==> config.mk <==
export PLATFORM = sky130hd
export DESIGN_NAME = sorted_insertion_priority_queue_flat
export DESIGN_NICKNAME = d
export VERILOG_FILES = /design/src/spq_pkg.sv /design/src/spq_ifs.sv /design/src/spq_datapath.sv /design/src/spq_controller.sv /design/src/sorted_insertion_priority_queue.sv /design/src/flat_wrapper.sv
export SDC_FILE = /design/constraint.sdc
export NUM_CORES = 2
export LEC_CHECK = 0
export ABC_AREA = 1
export BUFFER_PORTS_ARGS = -buffer_cell sky130_fd_sc_hd__buf_4
export CORE_AREA = 3 3 402 404
export CTS_CLUSTER_DIAMETER = 150
export DETAILED_ROUTE_END_ITERATION = 10
export DIE_AREA = 0 0 405 407
export SLEW_MARGIN = 20
export SYNTH_ARGS = -nofsm -noshare
export SYNTH_HDL_FRONTEND = slang
export SYNTH_HIERARCHICAL = 1
export SYNTH_SLANG_ARGS = --single-unit
==> constraint.sdc <==
create_clock -name clk -period 12.9 [get_ports clk]
set_clock_uncertainty 0.05 [all_clocks]
set_input_delay 1.29 -clock clk [delete_from_list [all_inputs] [get_ports clk]]
set_output_delay 1.29 -clock clk [all_outputs]
set_load 0.005 [all_outputs]
==> src/spq_pkg.sv <==
// Shared types and constants for the sorted insertion priority queue.
// No dependencies; every other file in the project imports this package.
package spq_pkg;

  // Fixed field widths of a request and a response beat.
  localparam int DATA_W = 32;
  localparam int OCC_W  = 5;
  localparam int STAT_W = 2;

  // Default number of queue entries.
  localparam int DEPTH_DEFAULT = 16;

  // Operation codes.
  localparam logic OP_ENQUEUE = 1'b0;
  localparam logic OP_DEQUEUE = 1'b1;

  // Status codes.
  localparam logic [STAT_W-1:0] ST_OK        = 2'd0;
  localparam logic [STAT_W-1:0] ST_OVERFLOW  = 2'd1;
  localparam logic [STAT_W-1:0] ST_UNDERFLOW = 2'd2;

  // Command from the controller to the datapath.
  typedef struct packed {
    logic exec;
    logic op;
  } spq_cmd_t;

  // Outcome of one operation, from the datapath back to the controller.
  typedef struct packed {
    logic [STAT_W-1:0] status;
    logic [DATA_W-1:0] value;
    logic [DATA_W-1:0] prio;
    logic [OCC_W-1:0]  occupancy;
  } spq_result_t;

endpackage

==> src/spq_ifs.sv <==
// Handshake interfaces for the request and response channels.
// Depends on spq_pkg for the field widths.

interface spq_req_if;
  import spq_pkg::*;

  logic                     valid;
  logic                     ready;
  logic                     operation;
  logic signed [DATA_W-1:0] item_value;
  logic signed [DATA_W-1:0] item_priority;

  modport source (output valid, output operation, output item_value, output item_priority,
                  input ready);
  modport sink   (input valid, input operation, input item_value, input item_priority,
                  output ready);
endinterface

interface spq_rsp_if;
  import spq_pkg::*;

  logic                     valid;
  logic                     ready;
  logic [STAT_W-1:0]        status;
  logic signed [DATA_W-1:0] out_value;
  logic signed [DATA_W-1:0] out_priority;
  logic [OCC_W-1:0]         occupancy;

  modport source (output valid, output status, output out_value, output out_priority,
                  output occupancy, input ready);
  modport sink   (input valid, input status, input out_value, input out_priority,
                  input occupancy, output ready);
endinterface

==> src/spq_datapath.sv <==
// Datapath of the priority queue: a row of sorted cells and the entry count.
// Depends on spq_pkg for the command and result types.
module spq_datapath #(
  parameter int DEPTH = spq_pkg::DEPTH_DEFAULT
) (
  input  logic                             clk,
  input  logic                             rst,
  input  spq_pkg::spq_cmd_t                cmd,
  input  logic signed [spq_pkg::DATA_W-1:0] item_value,
  input  logic signed [spq_pkg::DATA_W-1:0] item_priority,
  output spq_pkg::spq_result_t             result
);
  import spq_pkg::*;

  localparam int CNT_W = $clog2(DEPTH + 1);

  // Cell contents; entry 0 is the head. Only the first count cells are meaningful.
  logic signed [DATA_W-1:0] cell_value    [DEPTH];
  logic signed [DATA_W-1:0] cell_priority [DEPTH];
  logic [CNT_W-1:0]         count;
  logic [CNT_W-1:0]         count_next;

  logic [DEPTH-1:0] stay;
  logic             full;
  logic             empty;
  logic             do_enq;
  logic             do_deq;

  assign full   = (count == CNT_W'(DEPTH));
  assign empty  = (count == '0);
  assign do_enq = cmd.exec && (cmd.op == OP_ENQUEUE) && !full;
  assign do_deq = cmd.exec && (cmd.op == OP_DEQUEUE) && !empty;

  // Each cell holding a priority no larger than the new one stays put. Since the row is
  // sorted these cells form a prefix, and the new entry lands just behind it.
  genvar i;
  generate
    for (i = 0; i < DEPTH; i++) begin : g_cell
      assign stay[i] = (CNT_W'(i) < count) && (cell_priority[i] <= item_priority);

      always_ff @(posedge clk) begin
        if (do_enq && !stay[i]) begin
          if (i == 0) begin
            cell_value[i]    <= item_value;
            cell_priority[i] <= item_priority;
          end else if (stay[(i == 0) ? 0 : i-1]) begin
            cell_value[i]    <= item_value;
            cell_priority[i] <= item_priority;
          end else begin
            cell_value[i]    <= cell_value[(i == 0) ? 0 : i-1];
            cell_priority[i] <= cell_priority[(i == 0) ? 0 : i-1];
          end
        end else if (do_deq && (i < DEPTH-1)) begin
          cell_value[i]    <= cell_value[(i < DEPTH-1) ? i+1 : i];
          cell_priority[i] <= cell_priority[(i < DEPTH-1) ? i+1 : i];
        end
      end
    end
  endgenerate

  // Entry count follows the successful operations.
  always_comb begin
    count_next = count;
    if (do_enq) begin
      count_next = count + CNT_W'(1);
    end else if (do_deq) begin
      count_next = count - CNT_W'(1);
    end
  end

  always_ff @(posedge clk) begin
    if (rst) begin
      count <= '0;
    end else begin
      count <= count_next;
    end
  end

  // Outcome of the operation presented this cycle.
  always_comb begin
    result.status    = ST_OK;
    result.value     = '0;
    result.prio      = '0;
    result.occupancy = OCC_W'(count_next);
    if (cmd.op == OP_ENQUEUE) begin
      if (full) begin
        result.status = ST_OVERFLOW;
      end
    end else if (empty) begin
      result.status = ST_UNDERFLOW;
    end else begin
      result.value = cell_value[0];
      result.prio  = cell_priority[0];
    end
  end

endmodule

==> src/spq_controller.sv <==
// Controller of the priority queue: request handshake, command issue and the
// response output register. Depends on spq_pkg and the channel interfaces.
module spq_controller (
  input  logic                 clk,
  input  logic                 rst,
  spq_req_if.sink              req,
  spq_rsp_if.source            rsp,
  output spq_pkg::spq_cmd_t    cmd,
  input  spq_pkg::spq_result_t result
);
  import spq_pkg::*;

  localparam logic S_IDLE = 1'b0;
  localparam logic S_HOLD = 1'b1;

  logic        state;
  logic        state_next;
  logic        accept;
  spq_result_t held;

  // A new request beat is taken whenever the output register is free or being emptied.
  assign req.ready = (state == S_IDLE) || rsp.ready;
  assign accept    = req.valid && req.ready;

  assign cmd.exec = accept;
  assign cmd.op   = req.operation;

  // State transitions of the output register.
  always_comb begin
    state_next = state;
    unique case (state)
      S_IDLE: begin
        if (accept) state_next = S_HOLD;
      end
      S_HOLD: begin
        if (accept) begin
          state_next = S_HOLD;
        end else if (rsp.ready) begin
          state_next = S_IDLE;
        end
      end
      default: state_next = S_IDLE;
    endcase
  end

  always_ff @(posedge clk) begin
    if (rst) begin
      state <= S_IDLE;
    end else begin
      state <= state_next;
    end
  end

  // Capture the outcome of each accepted beat.
  always_ff @(posedge clk) begin
    if (accept) begin
      held <= result;
    end
  end

  assign rsp.valid        = (state == S_HOLD);
  assign rsp.status       = held.status;
  assign rsp.out_value    = held.value;
  assign rsp.out_priority = held.prio;
  assign rsp.occupancy    = held.occupancy;

endmodule

==> src/sorted_insertion_priority_queue.sv <==
// Sorted insertion priority queue: each request beat yields one response beat, registered at the
// output and presented in the cycle after the request beat is accepted.
// Throughput is one beat per cycle while the response side is ready; the whole row of
// cells shifts and inserts at once, which bounds the clock.
// Synchronous active-high reset empties the queue and drops any pending response; cell
// contents are not cleared.
module sorted_insertion_priority_queue #(
  parameter int DEPTH = spq_pkg::DEPTH_DEFAULT
) (
  input  logic       clk,
  input  logic       rst,
  spq_req_if.sink    req,
  spq_rsp_if.source  rsp
);
  import spq_pkg::*;

  spq_cmd_t    cmd;
  spq_result_t result;

  // Handshake and output register.
  spq_controller u_ctrl (
    .clk    (clk),
    .rst    (rst),
    .req    (req),
    .rsp    (rsp),
    .cmd    (cmd),
    .result (result)
  );

  // Cell row and entry count.
  spq_datapath #(
    .DEPTH (DEPTH)
  ) u_dp (
    .clk           (clk),
    .rst           (rst),
    .cmd           (cmd),
    .item_value    (req.item_value),
    .item_priority (req.item_priority),
    .result        (result)
  );

endmodule

==> src/flat_wrapper.sv <==
// flat-port wrapper written by rule: the top's interface ports become plain ports
module sorted_insertion_priority_queue_flat import spq_pkg::*;
#(
  parameter int DEPTH = spq_pkg::DEPTH_DEFAULT
)
  (clk, rst, req_valid, req_operation, req_item_value, req_item_priority, req_ready, rsp_valid, rsp_status, rsp_out_value, rsp_out_priority, rsp_occupancy, rsp_ready);
  spq_req_if req_i ();
  spq_rsp_if rsp_i ();
  input  logic clk;
  input  logic rst;
  input wire logic [$bits(req_i.valid)-1:0] req_valid;
  input wire logic [$bits(req_i.operation)-1:0] req_operation;
  input wire logic [$bits(req_i.item_value)-1:0] req_item_value;
  input wire logic [$bits(req_i.item_priority)-1:0] req_item_priority;
  output wire logic [$bits(req_i.ready)-1:0] req_ready;
  output wire logic [$bits(rsp_i.valid)-1:0] rsp_valid;
  output wire logic [$bits(rsp_i.status)-1:0] rsp_status;
  output wire logic [$bits(rsp_i.out_value)-1:0] rsp_out_value;
  output wire logic [$bits(rsp_i.out_priority)-1:0] rsp_out_priority;
  output wire logic [$bits(rsp_i.occupancy)-1:0] rsp_occupancy;
  input wire logic [$bits(rsp_i.ready)-1:0] rsp_ready;
  assign req_i.valid = req_valid;
  assign req_i.operation = req_operation;
  assign req_i.item_value = req_item_value;
  assign req_i.item_priority = req_item_priority;
  assign req_ready = req_i.ready;
  assign rsp_valid = rsp_i.valid;
  assign rsp_status = rsp_i.status;
  assign rsp_out_value = rsp_i.out_value;
  assign rsp_out_priority = rsp_i.out_priority;
  assign rsp_occupancy = rsp_i.occupancy;
  assign rsp_i.ready = rsp_ready;
  sorted_insertion_priority_queue #(.DEPTH(DEPTH)) u_core (.clk(clk), .rst(rst), .req(req_i), .rsp(rsp_i));
endmodule
==> flow_summary.toml <==
[status]
status = "completed"

[detailed_routing]
dr.first_iter.drc_count = 7284
drt-wirelength-per-cell_um = 21.3
via_count = 61100
drt_wl_total_mm = 226
drtPass1Iterations = 7
postRouteAntennaNets = 0
route.detailed.drc = 0
via_per_inst = 5.76

[floorplanning]
die-area_mm2 = 0.165
die_x_um = 405
core_mm2 = 0.158
row_count = 146
start_util_pct = 45.0
io_pins = 142
die_h_um = 407

[sta]
slew-limit-headroom_pct = 24.3
finalCriticalPeriod_ps = 5870
hold_viol_final = 0
fin_setup_tns_ps = 0
setup_viol = 0
hold_slack_ps = 463
finalCritPeriodShare_pct = 45.5
tightest_slew_ps = 1130
fmax_ghz = 0.170
rsz0062_at_grt = "no"
slew_viol_final = 0

[cells_and_area]
final_nets = 9014
layout_commonest_cell = "nand2_1"
layout.area.seq_mm2 = 0.0330
area_growth_pct = 8.00
drive_above_1_share_pct = 5.85
antenna_cells = 0
multi_input_comb_area_mm2 = 0.0325
mostFrequentLayoutCells = "nand2_1, nand3_1, edfxtp_1, inv_1, nand4_1"
fillers = 15200

[global_routing]
grt_pass1_vias = 57000
grt_first_pass_wirelength_mm = 347
grt_max_degree = 212
grt_use_total_pct = 26.7
overflow = 0
grt_antenna_before_repair = 1

[synth]
netlist_instances = 8678
synth_warnings = 6
async_flop_share_pct = 0
synth_ff_type = "edfxtp_1"
synth_seq_cells = 1101
synth_area_mm2 = 0.0712
syn_nets = 9262
yosysSeqAreaShare_pct = 46.4
synth_cell_types = 47
synth-edff-count = 1095
syn_avg_cell_area_um2 = 8.20

[worst_setup_path]
path_class = "input pin to register"
cp_slowest_stage_delay_ps = 800
path_cells = "buf_4 -> clkinv_1 -> buf_4 -> ha_1 -> nand2_1 -> nor2_1 -> nand2_1 -> nand2_1 -> nand2_1 -> nand2_1 -> nand2_1 -> nand3_1 -> nand3_1 -> nand2_4 -> buf_4 -> nand3_2 -> buf_4 -> nand2_1 -> nand3_1 -> nand2_1"
cp-start-kind = "input pin"
worstPathMaxFanout = 82
critPathSlowestCell = "nand3_2"
end_kind = "register"
cp.required_ps = 13480
cp.arrival_ps = 6450
path_common_cell = "nand2_1"

[placement]
gp_congestion = 0.891
dp_hpwl_mm = 152
place.port_buffers = 141

[clock_tree]
cts_buffers = 134
clockRootBuffer = "clkbuf_16"
clk_latency_ps = 780
clkSlewWorstSetupHoldPaths_ps = 60
ctsResizeCount = 0
ctsHoldBuffers = 0
htree_num_levels = 4
cts_setup_buffers = 0
tritoncts = "yes"
cts_buffer_depth = 3
clock-sinks = 1101

[power_and_ir_drop]
peakVddDrop_mv = 0.141
power_frac_seq_pct = 44.6
p_comb_share_pct = 21.8
p_per_area_mw_per_mm2 = 143
p_int_w = 0.00745
power.leakage_nw = 34.2
pwr-share-clk_pct = 33.6
p_sw_w = 0.00353
p_sw_share_pct = 32.2

[hold_path]
hold_path.class = "register to register"

[flow_run]
cap_violations = 0
==> worst paths after layout <==
kind	from	endpoint	slack, ps	cells past startpoint
setup / recovery	req_item_priority[7]	u_core/u_dp/cell_value[0][215]	7030	20
hold / removal	u_core/u_dp/cell_value[1][241]	u_core/u_dp/cell_value[1][209]	460	2
setup reg to reg	u_core/u_dp/count[1]	u_core/u_dp/cell_value[0][128]	7250	13
hold reg to reg	u_core/u_dp/cell_value[1][241]	u_core/u_dp/cell_value[1][209]	460	2
==> logic make-up (layout without fill, tap and decap cells) <==
group | Yosys count | count (layout) | synth area share [%]
buffers and inverters | 1356 | 1214 | 8.33
AO/OA/AOI/OAI | 523 | 523 | 3.93
flip-flops | 1101 | 1101 | 46.4
AND/OR/NAND/NOR | 5179 | 5179 | 32.3
XOR/XNOR | 4 | 4 | 0.0492
adder cells (fa/ha/maj) | 515 | 515 | 9.06
==> flip-flops by register name, indices dropped and copies added (netlist names) <==
register / cells
u_core/u_ctrl/rsp.out_value: 32
u_core/u_dp/count: 5
u_core/u_ctrl/rsp.out_priority: 32
u_core/u_ctrl/rsp.status: 2
u_core/u_ctrl/rsp.valid: 1
u_core/u_dp/cell_value: 512
u_core/u_dp/cell_priority: 512
u_core/u_ctrl/rsp.occupancy: 5
==> through the flow <==
stage               power [W]  setup WS (ps)  cell area, um2  std cells  utilization, %
floorplan             0.00656           2230           71200       8678               -
global placement      0.00725           6440           72700      10400            45.9
detailed placement    0.00732           6350           72700      10400            45.9
CTS                    0.0110           7200           76800      10600            48.6
global route           0.0116           6700           76800      10600            48.6
finish                 0.0110           7030           76800      10600            48.6
==> critical path, delay by kind of cell <==
family,cells,cell delay (ps)
simple gates,14,2450
fa+ha+maj,1,320
buf+inv,5,2310
==> power groups by stage <==
stage	Clock [W]	Sequential (W)	Combinational [W]
floorplan	0	0.00485	0.00170
finish	0.00369	0.00490	0.00239
global route	0.00390	0.00494	0.00271
CTS	0.00377	0.00488	0.00238
global placement	0	0.00495	0.00230
detailed placement	0	0.00495	0.00237
==> final cells by class <==
class / instances / area share, %
clock buffers: 179 / 4.71
repair buffers: 234 / 2.34
flip-flops and latches: 1101 / 42.9
inverters: 738 / 3.64
clock inverters: 63 / 0.716
well taps: 2072 / 3.37
multi-input cells: 6221 / 42.3
==> Yosys cell counts, types with 3 or more instances <==
cell | n | area (um2)
a21o_1 | 16 | 120
a21oi_1 | 230 | 1150
and3_1 | 4 | 25.0
buf_1 | 40 | 150
buf_2 | 241 | 1210
buf_4 | 74 | 556
buf_6 | 30 | 338
clkbuf_1 | 231 | 867
clkinv_1 | 36 | 135
dfxtp_1 | 6 | 120
edfxtp_1 | 1095 | 32900
ha_1 | 515 | 6440
inv_1 | 691 | 2590
inv_2 | 10 | 37.5
nand2_1 | 2971 | 11200
nand2_2 | 9 | 56.3
nand2_4 | 3 | 33.8
nand3_1 | 1295 | 6480
nand3_2 | 11 | 110
nand3_4 | 3 | 52.6
nand4_1 | 639 | 4000
nor2_1 | 216 | 811
nor3_1 | 10 | 50.1
nor4_2 | 6 | 75.1
o21a_1 | 26 | 195
o21ai_0 | 222 | 1110
o21ai_1 | 6 | 30.0
o21ai_2 | 10 | 87.6
o21bai_1 | 6 | 45.0
xor2_1 | 4 | 35.0
==> layer usage <==
| layer | GRT usage, % | vias up | wire [um] |
|---|---|---|---|
| met5 | 0 | - | 0 |
| met4 | 6.11 | 0 | 3970 |
| met3 | 5.19 | 229 | 22800 |
| met2 | 37.8 | 2986 | 93000 |
| met1 | 41.7 | 28700 | 106000 |
| li1 | - | 29200 | - |
Note: power is estimated with default switching activity, not from simulation.
